File: src/sv/icks_pkg.sv
// Shared types and constants for the streaming Internet checksum block.
// No dependencies; imported by the top level and its port checker.
package icks_pkg;

  localparam int BYTE_W   = 8;
  localparam int SUM_W    = 16;
  localparam int CFG_IDX_W = 8;
  localparam int CFG_DATA_W = 16;

  typedef logic [BYTE_W-1:0]     byte_t;
  typedef logic [SUM_W-1:0]      sum_t;
  typedef logic [CFG_IDX_W-1:0]  cfg_idx_t;
  typedef logic [CFG_DATA_W-1:0] cfg_data_t;

  // Configuration register indexes
  localparam cfg_idx_t CFG_SKIP_ENABLE = cfg_idx_t'(0);
  localparam cfg_idx_t CFG_SKIP_OFFSET = cfg_idx_t'(1);

  localparam sum_t SUM_ALL_ONES = '1;

endpackage

File: src/sv/internet_checksum_stream.sv
// Streaming ones-complement (Internet) checksum over one or two fragments.
// A byte is taken into the input register, then folded into the message state;
// a last byte also loads the result register as it is folded in. Throughput: one
// byte per cycle unless a last byte waits on a full, stalled result register.
// Reset (rst, synchronous): clears the message state, both registers and
// both valid flags. Depends on icks_pkg.
module internet_checksum_stream #(
  parameter int LENGTH_BITS = 16
) (
  input  logic               clk,
  input  logic               rst,
  // configuration writes
  input  logic               cfg_valid,
  output logic               cfg_ready,
  input  icks_pkg::cfg_idx_t cfg_index,
  input  icks_pkg::cfg_data_t cfg_data,
  // byte requests
  input  logic               in_valid,
  output logic               in_stall,
  input  icks_pkg::byte_t    data_byte,
  input  logic               fragment_end,
  input  logic               last,
  // checksum requests
  output logic               out_valid,
  input  logic               out_stall,
  output icks_pkg::sum_t     checksum_value
);
  import icks_pkg::*;

  localparam int CMP_W = (LENGTH_BITS > SUM_W) ? LENGTH_BITS : SUM_W;

  typedef logic [LENGTH_BITS-1:0] pos_t;

  // configuration
  logic      skip_enable;
  logic [SUM_W-1:0] skip_offset;

  // input register
  logic  s1_valid;
  byte_t s1_byte;
  logic  s1_frag_end;
  logic  s1_last;

  // message state
  sum_t  running_sum, running_sum_next;
  byte_t held_high_byte, held_high_byte_next;
  logic  odd_phase, odd_phase_next;
  pos_t  fragment_position, fragment_position_next;
  logic  in_second_fragment, in_second_fragment_next;
  pos_t  fragment_base, fragment_base_next;

  logic  advance;
  logic  in_take;
  logic  end_frag;
  logic  do_add;
  sum_t  word;
  pos_t  start;
  pos_t  where;
  logic  skip_hit;
  logic [SUM_W:0] raw_sum;
  sum_t  folded;
  sum_t  sum_after;
  sum_t  inverted;

  assign cfg_ready = 1'b1;

  always_ff @(posedge clk) begin
    if (rst) begin
      skip_enable <= 1'b0;
      skip_offset <= '0;
    end else if (cfg_valid && cfg_ready) begin
      unique case (cfg_index)
        CFG_SKIP_ENABLE: skip_enable <= cfg_data[0];
        CFG_SKIP_OFFSET: skip_offset <= cfg_data[SUM_W-1:0];
        default: ;
      endcase
    end
  end

  // a last byte holds while the result register is full and stalled
  assign advance  = s1_valid && !(s1_last && out_valid && out_stall);
  assign in_stall = s1_valid && !advance;
  assign in_take  = in_valid && !in_stall;

  always_ff @(posedge clk) begin
    if (rst) begin
      s1_valid <= 1'b0;
    end else if (in_take) begin
      s1_valid <= 1'b1;
    end else if (advance) begin
      s1_valid <= 1'b0;
    end
  end

  always_ff @(posedge clk) begin
    if (in_take) begin
      s1_byte     <= data_byte;
      s1_frag_end <= fragment_end;
      s1_last     <= last;
    end
  end

  // at most one word add per byte: a completed pair, or a padded odd byte at an end
  assign end_frag = s1_last || (s1_frag_end && !in_second_fragment);
  assign do_add   = odd_phase || end_frag;
  assign word     = odd_phase ? {held_high_byte, s1_byte} : {s1_byte, {BYTE_W{1'b0}}};
  assign start    = odd_phase ? (fragment_position - pos_t'(1)) : fragment_position;
  assign where    = fragment_base + start;
  assign skip_hit = skip_enable && (CMP_W'(where) == CMP_W'(skip_offset));
  assign raw_sum  = {1'b0, running_sum} + {1'b0, word};
  assign folded   = raw_sum[SUM_W-1:0] + sum_t'(raw_sum[SUM_W]);
  assign sum_after = (do_add && !skip_hit) ? folded : running_sum;
  assign inverted = ~sum_after;

  always_comb begin
    running_sum_next        = sum_after;
    held_high_byte_next     = held_high_byte;
    odd_phase_next          = 1'b0;
    fragment_position_next  = fragment_position + pos_t'(1);
    in_second_fragment_next = in_second_fragment;
    fragment_base_next      = fragment_base;
    if (!odd_phase) begin
      held_high_byte_next = s1_byte;
      odd_phase_next      = !end_frag;
    end
    priority if (s1_last) begin
      // clear for the next message
      running_sum_next        = '0;
      held_high_byte_next     = '0;
      odd_phase_next          = 1'b0;
      fragment_position_next  = '0;
      in_second_fragment_next = 1'b0;
      fragment_base_next      = '0;
    end else if (s1_frag_end && !in_second_fragment) begin
      fragment_base_next      = fragment_position + pos_t'(1);
      fragment_position_next  = '0;
      in_second_fragment_next = 1'b1;
      held_high_byte_next     = '0;
    end else begin
    end
  end

  always_ff @(posedge clk) begin
    if (rst) begin
      running_sum        <= '0;
      held_high_byte     <= '0;
      odd_phase          <= 1'b0;
      fragment_position  <= '0;
      in_second_fragment <= 1'b0;
      fragment_base      <= '0;
    end else if (advance) begin
      running_sum        <= running_sum_next;
      held_high_byte     <= held_high_byte_next;
      odd_phase          <= odd_phase_next;
      fragment_position  <= fragment_position_next;
      in_second_fragment <= in_second_fragment_next;
      fragment_base      <= fragment_base_next;
    end
  end

  // result register
  always_ff @(posedge clk) begin
    if (rst) begin
      out_valid <= 1'b0;
    end else if (advance && s1_last) begin
      out_valid <= 1'b1;
    end else if (!out_stall) begin
      out_valid <= 1'b0;
    end
  end

  always_ff @(posedge clk) begin
    if (advance && s1_last) begin
      checksum_value <= (inverted == '0) ? SUM_ALL_ONES : inverted;
    end
  end

endmodule

File: config.mk
export PLATFORM = sky130hd
export DESIGN_NAME = internet_checksum_stream
export DESIGN_NICKNAME = d
export VERILOG_FILES = /design/src/sv/icks_pkg.sv /design/src/sv/internet_checksum_stream.sv
export SDC_FILE = /design/constraint.sdc
export NUM_CORES = 1
export LEC_CHECK = 0
export ABC_AREA = 1
export BUFFER_PORTS_ARGS = -buffer_cell sky130_fd_sc_hd__buf_4
export CORE_MARGIN = 2
export CORE_UTILIZATION = 55
export CTS_CLUSTER_DIAMETER = 150
export DETAILED_ROUTE_END_ITERATION = 6
export PLACE_DENSITY = 0.77
export SYNTH_ARGS = -nofsm -noshare
export SYNTH_HDL_FRONTEND = slang
export SYNTH_SLANG_ARGS = --single-unit
File: constraint.sdc
create_clock -name clk -period 4.1 [get_ports clk]
set_input_delay 0.205 -clock clk [delete_from_list [all_inputs] [get_ports clk]]
set_output_delay 0.205 -clock clk [all_outputs]
set_load 0.005 [all_outputs]
# Yosys cells after proc, flatten, opt, wreduce, memory -nomap -nowiden

Cells that the tools add are included.

Word-level logic and storage cells: 68
Register bits: 103

Mux-type cells: 19
Bitwise logic cells: 1
Reduce and logical (&&, ||, !) cells: 25
Equal/unequal tests: 4
Add/subtract/negate cells: 5

Operators with widths:

| operator              | number |
|---|---|
| $mux 16               | 8 |
| $mux 8                | 3 |
| $add 16x16->17        | 1 |
| $add 16x1->16         | 1 |
| $add 16x1->16 const B | 1 |
| $add 16x16->16        | 1 |
| $eq 16x16->1          | 1 |
| $logic_not 16->1      | 1 |
| $not 16->16           | 1 |
| $sub 16x1->16 const B | 1 |
| $logic_and 1x1->1     | 9 |
| $eq 8x1->1 const B    | 1 |
| $logic_not 8->1       | 1 |
| $mux 1                | 8 |
| $reduce_and 2->1      | 4 |
| $logic_not 1->1       | 6 |
| $reduce_bool 2->1     | 2 |
| $ne 3x2->1 const B    | 1 |
| $logic_or 1x1->1      | 2 |
| $ne 2x1->1 const B    | 1 |

# Logic depth before layout (Yosys ltp)

Gate-level depths: netlist (run 1).

Depth in word-level cells: 10
Gate-level depth with buffers: 33
Gate-level depth less buffers: 32

# Least setup slack after synthesis (run 1)

No wires, ideal clock.

Kind: flip-flop to flip-flop
From: register odd_phase
To: register checksum_value[10], data pin
Required time: 3846 ps
Data arrival time: 3711 ps
Buffers on the path: 3
Slack: 135 ps
Setup time: 254 ps
Stages on the path, launching flop included: 31
Cells stage by stage: dfxtp_1 > clkbuf_1 > clkbuf_1 > nand2_1 > inv_1 > ha_1 > fa_1 > nand3_1 > nand3_2 > nand2_1 > nand2_1 > nand2_1 > nand2_1 > a21oi_1 > o21bai_1 > ha_1 > nand2_1 > nor2_1 > nand3_1 > nor2_2 > nand2_1 > nor2_2 > xor2_1 > nand3_1 > nand2_1 > nor2_1 > nand2_1 > nor2_1 > nand2_2 > buf_6 > nand2_2

Longest elaborated chain between the ends: 9
Elaborated cells between the ends (all ways): 13
Those cells by class: add/sub: 3; eq/ne: 1; mux: 3; bitwise: 1; reduce/logical: 5

Ends and longest elaborated chain:

| item                                                   | RTL line                        | source |
|---|---|---|
| from (decl)                                            | internet_checksum_stream.sv:47  | `logic odd_phase, odd_phase_next;` |
| from (signal assigned)                                 | internet_checksum_stream.sv:154 | `odd_phase <= odd_phase_next;` |
| branches (longest 6 deep; another with $add 16x16->17) | n/a                             |  |
| $mux 16 *                                              | internet_checksum_stream.sv:112 | `assign sum_after = (do_add && !skip_hit) ? folded : running_sum;` |
| $not 16->16 *                                          | internet_checksum_stream.sv:113 | `assign inverted = ~sum_after;` |
| $logic_not 16->1                                       | internet_checksum_stream.sv:174 | `checksum_value <= (inverted == '0) ? SUM_ALL_ONES : inverted;` |
| to (signal assigned)                                   | internet_checksum_stream.sv:174 |  |
| to (decl)                                              | internet_checksum_stream.sv:26  | `output icks_pkg::sum_t checksum_value` |

Mark *: on every way between the ends.
A chain may end at the register's enable or synchronous reset.

# Final worst setup path (run 1)

From: register fragment_position[1]
To: register checksum_value[0], data pin

Longest elaborated chain between the ends: 10

Ends and longest elaborated chain:

| item                   | RTL line                        | source |
|---|---|---|
| from (decl)            | internet_checksum_stream.sv:48  | `pos_t fragment_position, fragment_position_next;` |
| from (signal assigned) | internet_checksum_stream.sv:155 | `fragment_position <= fragment_position_next;` |
| $sub 16x1->16          | internet_checksum_stream.sv:107 | `assign start = odd_phase ? (fragment_position - pos_t'(1)) : fragment_position;` |
| $mux 16 *              | internet_checksum_stream.sv:107 |  |
| $add 16x16->16 *       | internet_checksum_stream.sv:108 | `assign where = fragment_base + start;` |
| $eq 16x16->1 *         | internet_checksum_stream.sv:109 | `assign skip_hit = skip_enable && (CMP_W'(where) == CMP_W'(skip_offset));` |
| $logic_and 1x1->1 *    | internet_checksum_stream.sv:109 |  |
| $logic_not 1->1 *      | internet_checksum_stream.sv:112 |  |
| $logic_and 1x1->1 *    | internet_checksum_stream.sv:112 |  |
| $mux 16 *              | internet_checksum_stream.sv:112 |  |
| $not 16->16 *          | internet_checksum_stream.sv:113 |  |
| $logic_not 16->1       | internet_checksum_stream.sv:174 |  |

Every way passes the cells marked *; elsewhere a longest branch is shown, timed or not.

==> flow_metrics.env, run 1 <==
export IMPL_status="finished, violations left"
export IMPL_violations="setup timing"
export IMPL_p_sw_frac=0.273
export IMPL_slew_headroom=0.256
export IMPL_r2r_cells=32
export IMPL_netlist_area_mm2=0.00753
export IMPL_ys_flop_type="dfxtp_1"
export IMPL_grt_antenna_before_repair=0
export IMPL_nets=1340
export IMPL_yosysWarningCount=0
export IMPL_route_vias_total=7387
export IMPL_vias_per_cell=5.11
export IMPL_wl_um=18900
export IMPL_crit_top_cell="nand2_2"
export IMPL_timing_rr_end="checksum_value[0]"
export IMPL_max_freq_mhz=237
export IMPL_crit_path_end_kind="flop"
export IMPL_totalPowerFinal_uw=2350
export IMPL_fin_hold_ws_ns=0.0230
export IMPL_drc=0
export IMPL_htreeDepth=3
export IMPL_hold_buffers=0
export IMPL_async_flop_share=0
export IMPL_die_area_mm2=0.0146
export IMPL_required_ns=4.21
export IMPL_r2r_start="fragment_position[1]"
export IMPL_pwr_density_cell_mw_per_mm2=268
export IMPL_post_drt_wl_per_cell_um=13.1
export IMPL_fin_skew_ns=0.00701
export IMPL_holdPathStages=1
export IMPL_rows=42
export IMPL_pwr_share_clk=0.376
export IMPL_finalMaxSlewViolations=0
export IMPL_path_class="flop to flop"
export IMPL_arrival_ns=4.32
export IMPL_grt_pass1_wl_um=30400
export IMPL_cts_buffers=9
export IMPL_area_delta_synth_final_pct=16.1
export IMPL_ys_ff_latch=103
export IMPL_drt_iter0_markers=504
export IMPL_grt_usage=0.261
export IMPL_antenna_left=0
export IMPL_syn_mean_instance_area_um2=6.33
export IMPL_routabilityCongestion=0.972
export IMPL_ys_types=42
export IMPL_dr_pass1_iters=7
export IMPL_period_needed_ns=4.21
export IMPL_pwr_share_seq=0.463
export IMPL_final_cell_area_mm2=0.00875
export IMPL_path_clk_slew_ns=0.07
export IMPL_globalRouteOverflowTotal=0
export IMPL_irDropWorstVdd_uv=234
export IMPL_grt_pass1_vias=6736
export IMPL_combPwrFrac=0.161
export IMPL_clk_path_buf_depth=2
export IMPL_switchingPower_uw=640
export IMPL_clock_latency_ns=0.35
export IMPL_start_util=0.567
export IMPL_io_pins=58
export IMPL_worst_slack_ns=-0.114
export IMPL_synth_edf_count=26
export IMPL_fin_setup_tns_ns=-1.60
export IMPL_port_buffers=56
export IMPL_path_max_fanout=6
export IMPL_rsz0062_at_grt="yes"
export IMPL_power_leakage_uw=0.00433
export IMPL_cap_viol_max_count=0
export IMPL_core_area_mm2=0.0133
export IMPL_cts_sinks=103
export IMPL_antenna_cells=0
export IMPL_final_period_utilization=1.03
export IMPL_fp_dieW_um=121
export IMPL_root_buffer="clkbuf_16"
export IMPL_postSynthCellCount=1190
export IMPL_startpoint="fragment_position[1]"
export IMPL_finalHoldViolCount=0
export IMPL_worstMarginPinSlew_ns=1.11
export IMPL_cts_tree="yes"
export IMPL_setup_worst_path_end="checksum_value[0]"
export IMPL_grt_max_degree=59
export IMPL_dp_hpwl_um=14200
export IMPL_hold_path_class="input pin to flop"
export IMPL_ff2ff_setup_slack_ns=-0.11
export IMPL_die_h_um=121
export IMPL_p_int_uw=1710
export IMPL_setup_viol=16
export IMPL_cp_start_kind="flop"
export IMPL_synth_seq_area_share=0.308
export IMPL_synth_nets=1266
export IMPL_place_area_mm2=0.00824
export IMPL_cp_slowest_cell="ha_1"
export IMPL_layout_drive_gt1_share=0.158
export IMPL_slowest_delay_ns=0.35
## cell type report
class	count	area, µm²
Tap cell	176	220
Timing Repair Buffer	86	661
Inverter	192	723
Fill cell	1204	4550
Sequential cell	103	2320
Clock buffer	12	246
Multi-Input combinational cell	872	4520
Clock inverter	4	51.3
## how the worst min path moves through the flow
stage | slack [ns] | endpoint | startpoint
floorplan | 0.30 | s1_byte[0] | data_byte[0]
global placement | 0.38 | s1_last | last
detailed placement | 0.38 | s1_last | last
CTS | 0.02 | s1_last | last
global route | 0.02 | s1_byte[2] | data_byte[2]
finish | 0.02 | s1_byte[7] | data_byte[7]
## power by group through the flow
| stage | Sequential, µW | Combinational [µW] | Clock [µW] |
|---|---|---|---|
| 3_3_place_gp | 1110 | 344 | 0 |
| 5_1_grt | 1090 | 420 | 934 |
| 3_5_place_dp | 1110 | 349 | 0 |
| 2_1_floorplan | 1100 | 239 | 0 |
| 4_1_cts | 1080 | 354 | 897 |
| 6_report | 1090 | 378 | 883 |
## cell families after synthesis
| family | after synthesis | share of synthesized area |
|---|---|---|
| and+or+nand+nor | 678 | 0.388 |
| buffers and inverters | 219 | 0.113 |
| AOI/OAI and AO/OA | 110 | 0.0754 |
| DFF | 103 | 0.308 |
| xor gates and xnor gates | 42 | 0.0513 |
| adders and majority gates | 37 | 0.0634 |
| other | 1 | 0.000498 |
## sequential cells by signal, summed over array words and instances (netlist names)
signal / flops
running_sum: 16
odd_phase: 1
checksum_value: 16
in_second_fragment: 1
fragment_position: 16
s1_frag_end: 1
fragment_base: 16
s1_byte: 8
held_high_byte: 8
skip_offset: 16
out_valid: 1
s1_last: 1
skip_enable: 1
s1_valid: 1
## metal layers
layer | vias up | share of wire | GRT usage
li1 | 3872 | - | -
met1 | 3272 | 0.43 | 0.313
met2 | 198 | 0.49 | 0.458
met3 | 45 | 0.038 | 0.0343
met4 | 0 | 0.043 | 0.129
met5 | - | 0 | 0
## cells in the final DEF (no fill, tap or decap), types with 3 or more instances in the layout
| cell | netlist | final |
|---|---|---|
| nand4_1 | 21 | 21 |
| o21ai_0 | 24 | 24 |
| inv_2 | 17 | 23 |
| buf_4 | 2 | 82 |
| nor2_1 | 88 | 85 |
| buf_6 | 3 | 4 |
| nor3_2 | 3 | 5 |
| nand3_2 | 6 | 9 |
| nor2_2 | 8 | 9 |
| nand3_1 | 63 | 62 |
| and2_1 | 4 | 4 |
| xnor2_1 | 8 | 8 |
| a21oi_1 | 78 | 76 |
| inv_1 | 172 | 165 |
| nand2_2 | 21 | 34 |
| nand3b_1 | 7 | 7 |
| dfxtp_1 | 77 | 75 |
| a22oi_1 | 3 | 3 |
| edfxtp_1 | 26 | 26 |
| xor2_1 | 33 | 33 |
| clkbuf_16 | 0 | 9 |
| nand2_1 | 434 | 421 |
| nor2_4 | 1 | 3 |
| nor3_1 | 12 | 9 |
| clkinv_1 | 3 | 3 |
| ha_1 | 35 | 32 |
| inv_4 | 0 | 3 |
## through the flow
| stage | setup slack (ns) | instances | util |
|---|---|---|---|
| final | -0.114 | 1445 | 0.658 |
| after global routing | -0.428 | 1445 | 0.658 |
| after CTS | 0.0359 | 1438 | 0.645 |
| after detailed placement | -0.0569 | 1421 | 0.620 |
| after global placement | 0.110 | 1421 | 0.620 |
| after floorplan | 0.135 | 1190 | - |
## synth_stat cells (2+ instances only)
library cell | instances | share of area
nor2_1 | 88 | 0.044
xor2_1 | 33 | 0.038
nor3_2 | 3 | 0.0040
buf_4 | 2 | 0.0020
nand2_1 | 434 | 0.22
a22oi_1 | 3 | 0.0030
nand3_2 | 6 | 0.0080
a21oi_1 | 78 | 0.052
nand3b_1 | 7 | 0.0070
nand4_1 | 21 | 0.017
and2_1 | 4 | 0.0033
clkbuf_1 | 22 | 0.011
xnor2_1 | 8 | 0.0093
buf_6 | 3 | 0.0045
o21ai_0 | 24 | 0.016
inv_1 | 172 | 0.086
nand3_1 | 63 | 0.042
dfxtp_1 | 77 | 0.20
inv_2 | 17 | 0.0085
clkinv_1 | 3 | 0.0015
edfxtp_1 | 26 | 0.10
o21a_1 | 2 | 0.0020
nor2_2 | 8 | 0.0066
fa_1 | 2 | 0.0053
nor4_1 | 2 | 0.0017
nand2_2 | 21 | 0.017
ha_1 | 35 | 0.058
nor3_1 | 12 | 0.0080
## worst max-delay path: cells and delay by family, from the launching register on
family                   cells  cell delay, ns
flip-flops                   1            0.32
buffers and inverters        4            0.32
AND/OR/NAND/NOR             24            2.58
XOR/XNOR                     1            0.17
AO/OA/AOI/OAI                1            0.11
adder cells (fa/ha/maj)      2            0.48
## timing repair
item / in CTS / in global routing
setup buffers: 0 / 4
setup endpoints to repair: 16 / 32
pin swaps: 1 / 25
resized for setup: 4 / 40
gates cloned: 1 / 3
(Power assumes the default switching activity.)
==> inputs of run 2 (changes only) <==
GPL_TIMING_DRIVEN = 0   (was default)
TNS_END_PERCENT = 10   (was default)
==> flow_metrics.env, run 2 (synthesized netlist as in run 1, its figures left out) <==
export IMPL_clock_latency_ns=0.37
export IMPL_nets=1370
export IMPL_fp_dieW_um=121
export IMPL_cts_tree="yes"
export IMPL_vias_per_cell=5.22
export IMPL_p_int_uw=1670
export IMPL_final_cell_mix="416 x nand2_1, 164 x inv_1, 90 x buf_4, 78 x nor2_1, 74 x dfxtp_1"
export IMPL_cts_buffers=9
export IMPL_die_h_um=121
export IMPL_r2r_cells=29
export IMPL_max_freq_mhz=245
export IMPL_arrival_ns=4.20
export IMPL_dr_pass1_iters=6
export IMPL_fin_skew_ns=0.0145
export IMPL_irDropWorstVdd_uv=197
export IMPL_pwr_share_seq=0.462
export IMPL_root_buffer="clkbuf_16"
export IMPL_slowest_delay_ns=0.38
export IMPL_power_leakage_uw=0.00446
export IMPL_pwr_density_cell_mw_per_mm2=256
export IMPL_status="completed"
export IMPL_setup_viol=0
export IMPL_slew_headroom=0.485
export IMPL_cp_slowest_cell="ha_1"
export IMPL_die_area_mm2=0.0146
export IMPL_crit_path_end_kind="flop"
export IMPL_post_place_ws_ns=-1.02
export IMPL_hold_path_class="input pin to flop"
export IMPL_post_drt_wl_per_cell_um=13.7
export IMPL_path_class="flop to flop"
export IMPL_area_delta_synth_final_pct=21.8
export IMPL_io_pins=58
export IMPL_worstMarginPinSlew_ns=0.769
export IMPL_switchingPower_uw=682
export IMPL_final_common_cell="nand2_1"
export IMPL_finalHoldViolCount=0
export IMPL_routabilityCongestion=0.928
export IMPL_combPwrFrac=0.171
export IMPL_grt_max_degree=19
export IMPL_clk_path_buf_depth=2
export IMPL_worst_slack_ns=0.0102
export IMPL_p_sw_frac=0.291
export IMPL_holdPathStages=1
export IMPL_grt_antenna_before_repair=0
export IMPL_place_area_mm2=0.00817
export IMPL_dp_hpwl_um=14900
export IMPL_final_cell_area_mm2=0.00918
export IMPL_required_ns=4.21
export IMPL_final_period_utilization=0.998
export IMPL_grt_pass1_vias=7227
export IMPL_finalMaxSlewViolations=0
export IMPL_path_clk_slew_ns=0.07
export IMPL_drc=0
export IMPL_path_max_fanout=6
export IMPL_period_needed_ns=4.09
export IMPL_rsz0062_at_grt="yes"
export IMPL_core_area_mm2=0.0133
export IMPL_grt_pass1_wl_um=33200
export IMPL_crit_top_cell="nand2_1"
export IMPL_cap_viol_max_count=0
export IMPL_route_vias_total=7706
export IMPL_start_util=0.567
export IMPL_globalRouteOverflowTotal=0
export IMPL_cp_start_kind="flop"
export IMPL_antenna_cells=0
export IMPL_pwr_share_clk=0.367
export IMPL_port_buffers=56
export IMPL_wl_um=20200
export IMPL_rows=42
export IMPL_cts_sinks=103
export IMPL_layout_drive_gt1_share=0.190
export IMPL_grt_usage=0.284
export IMPL_htreeDepth=3
export IMPL_antenna_left=0
export IMPL_drt_iter0_markers=509
-- run 2: cell types whose count changed in the layout (fill, tap and decap cells not counted), sizes merged --
cell,delta
clkbuf,+19
clkinv,+2
nand2,-2
bufinv,-1
buf,+13
nand3,-2
clkinvlp,+1
-- run 2: worst max-delay path: cells and delay by family (launching register included) --
kind	cells	cell delay, ns
buf+inv	4	0.58
fa+ha+maj	1	0.38
flops	1	0.36
simple gates	24	2.50
-- run 2: power by group through the flow --
stage / combinational [µW] / sequential, µW / clock (µW)
after floorplan: 239 / 1100 / 0
after global routing: 449 / 1090 / 907
after global placement: 340 / 1110 / 0
after CTS: 370 / 1080 / 868
after detailed placement: 345 / 1110 / 0
final: 401 / 1080 / 863
-- run 2: area by class of cell --
class,count,area (µm²)
multi-input cells,868,4710
fillers,1151,4120
flip-flops and latches,103,2330
repair buffers,93,733
inverters,192,726
clock buffers,10,239
well taps,176,220
plain buffers,27,163
clock inverters,6,51.3
-- run 2: per-stage QoR --
stage | TNS, ns | hold slack, ns | power, µW | utilization | cells
3_5_place_dp | -18.35 | 0.386 | 1450 | 0.615 | 1422
3_3_place_gp | -16.76 | 0.384 | 1450 | 0.615 | 1422
2_1_floorplan | 0 | 0.304 | 1340 | - | 1190
6_report | 0 | 0.0139 | 2350 | 0.690 | 1475
5_1_grt | -5.17 | 0.00343 | 2440 | 0.690 | 1475
4_1_cts | 0 | 0.00718 | 2320 | 0.668 | 1465
-- run 2: timing repair --
item	CTS	global route
gates cloned	2	0
setup buffers	25	10
hold buffers	0	0
resized for setup	52	54
endpoints found under the setup margin	32	28
pin swaps	23	33
-- run 2: final timing paths --
path | from | end | slack, ns
hold reg to reg | held_high_byte[7] | held_high_byte[7] | 0.47
hold / removal | data_byte[7] | s1_byte[7] | 0.01
setup reg to reg | fragment_position[1] | checksum_value[15] | 0.01
setup / recovery | fragment_position[1] | checksum_value[15] | 0.01
-- run 2: per-layer routing --
| metal | part of all wire | wire, µm | GRT usage |
|---|---|---|---|
| met3 | 0.047 | 947 | 0.0475 |
| met5 | 0 | 0 | 0 |
| met1 | 0.41 | 8180 | 0.324 |
| met2 | 0.51 | 10300 | 0.525 |
| met4 | 0.037 | 739 | 0.110 |
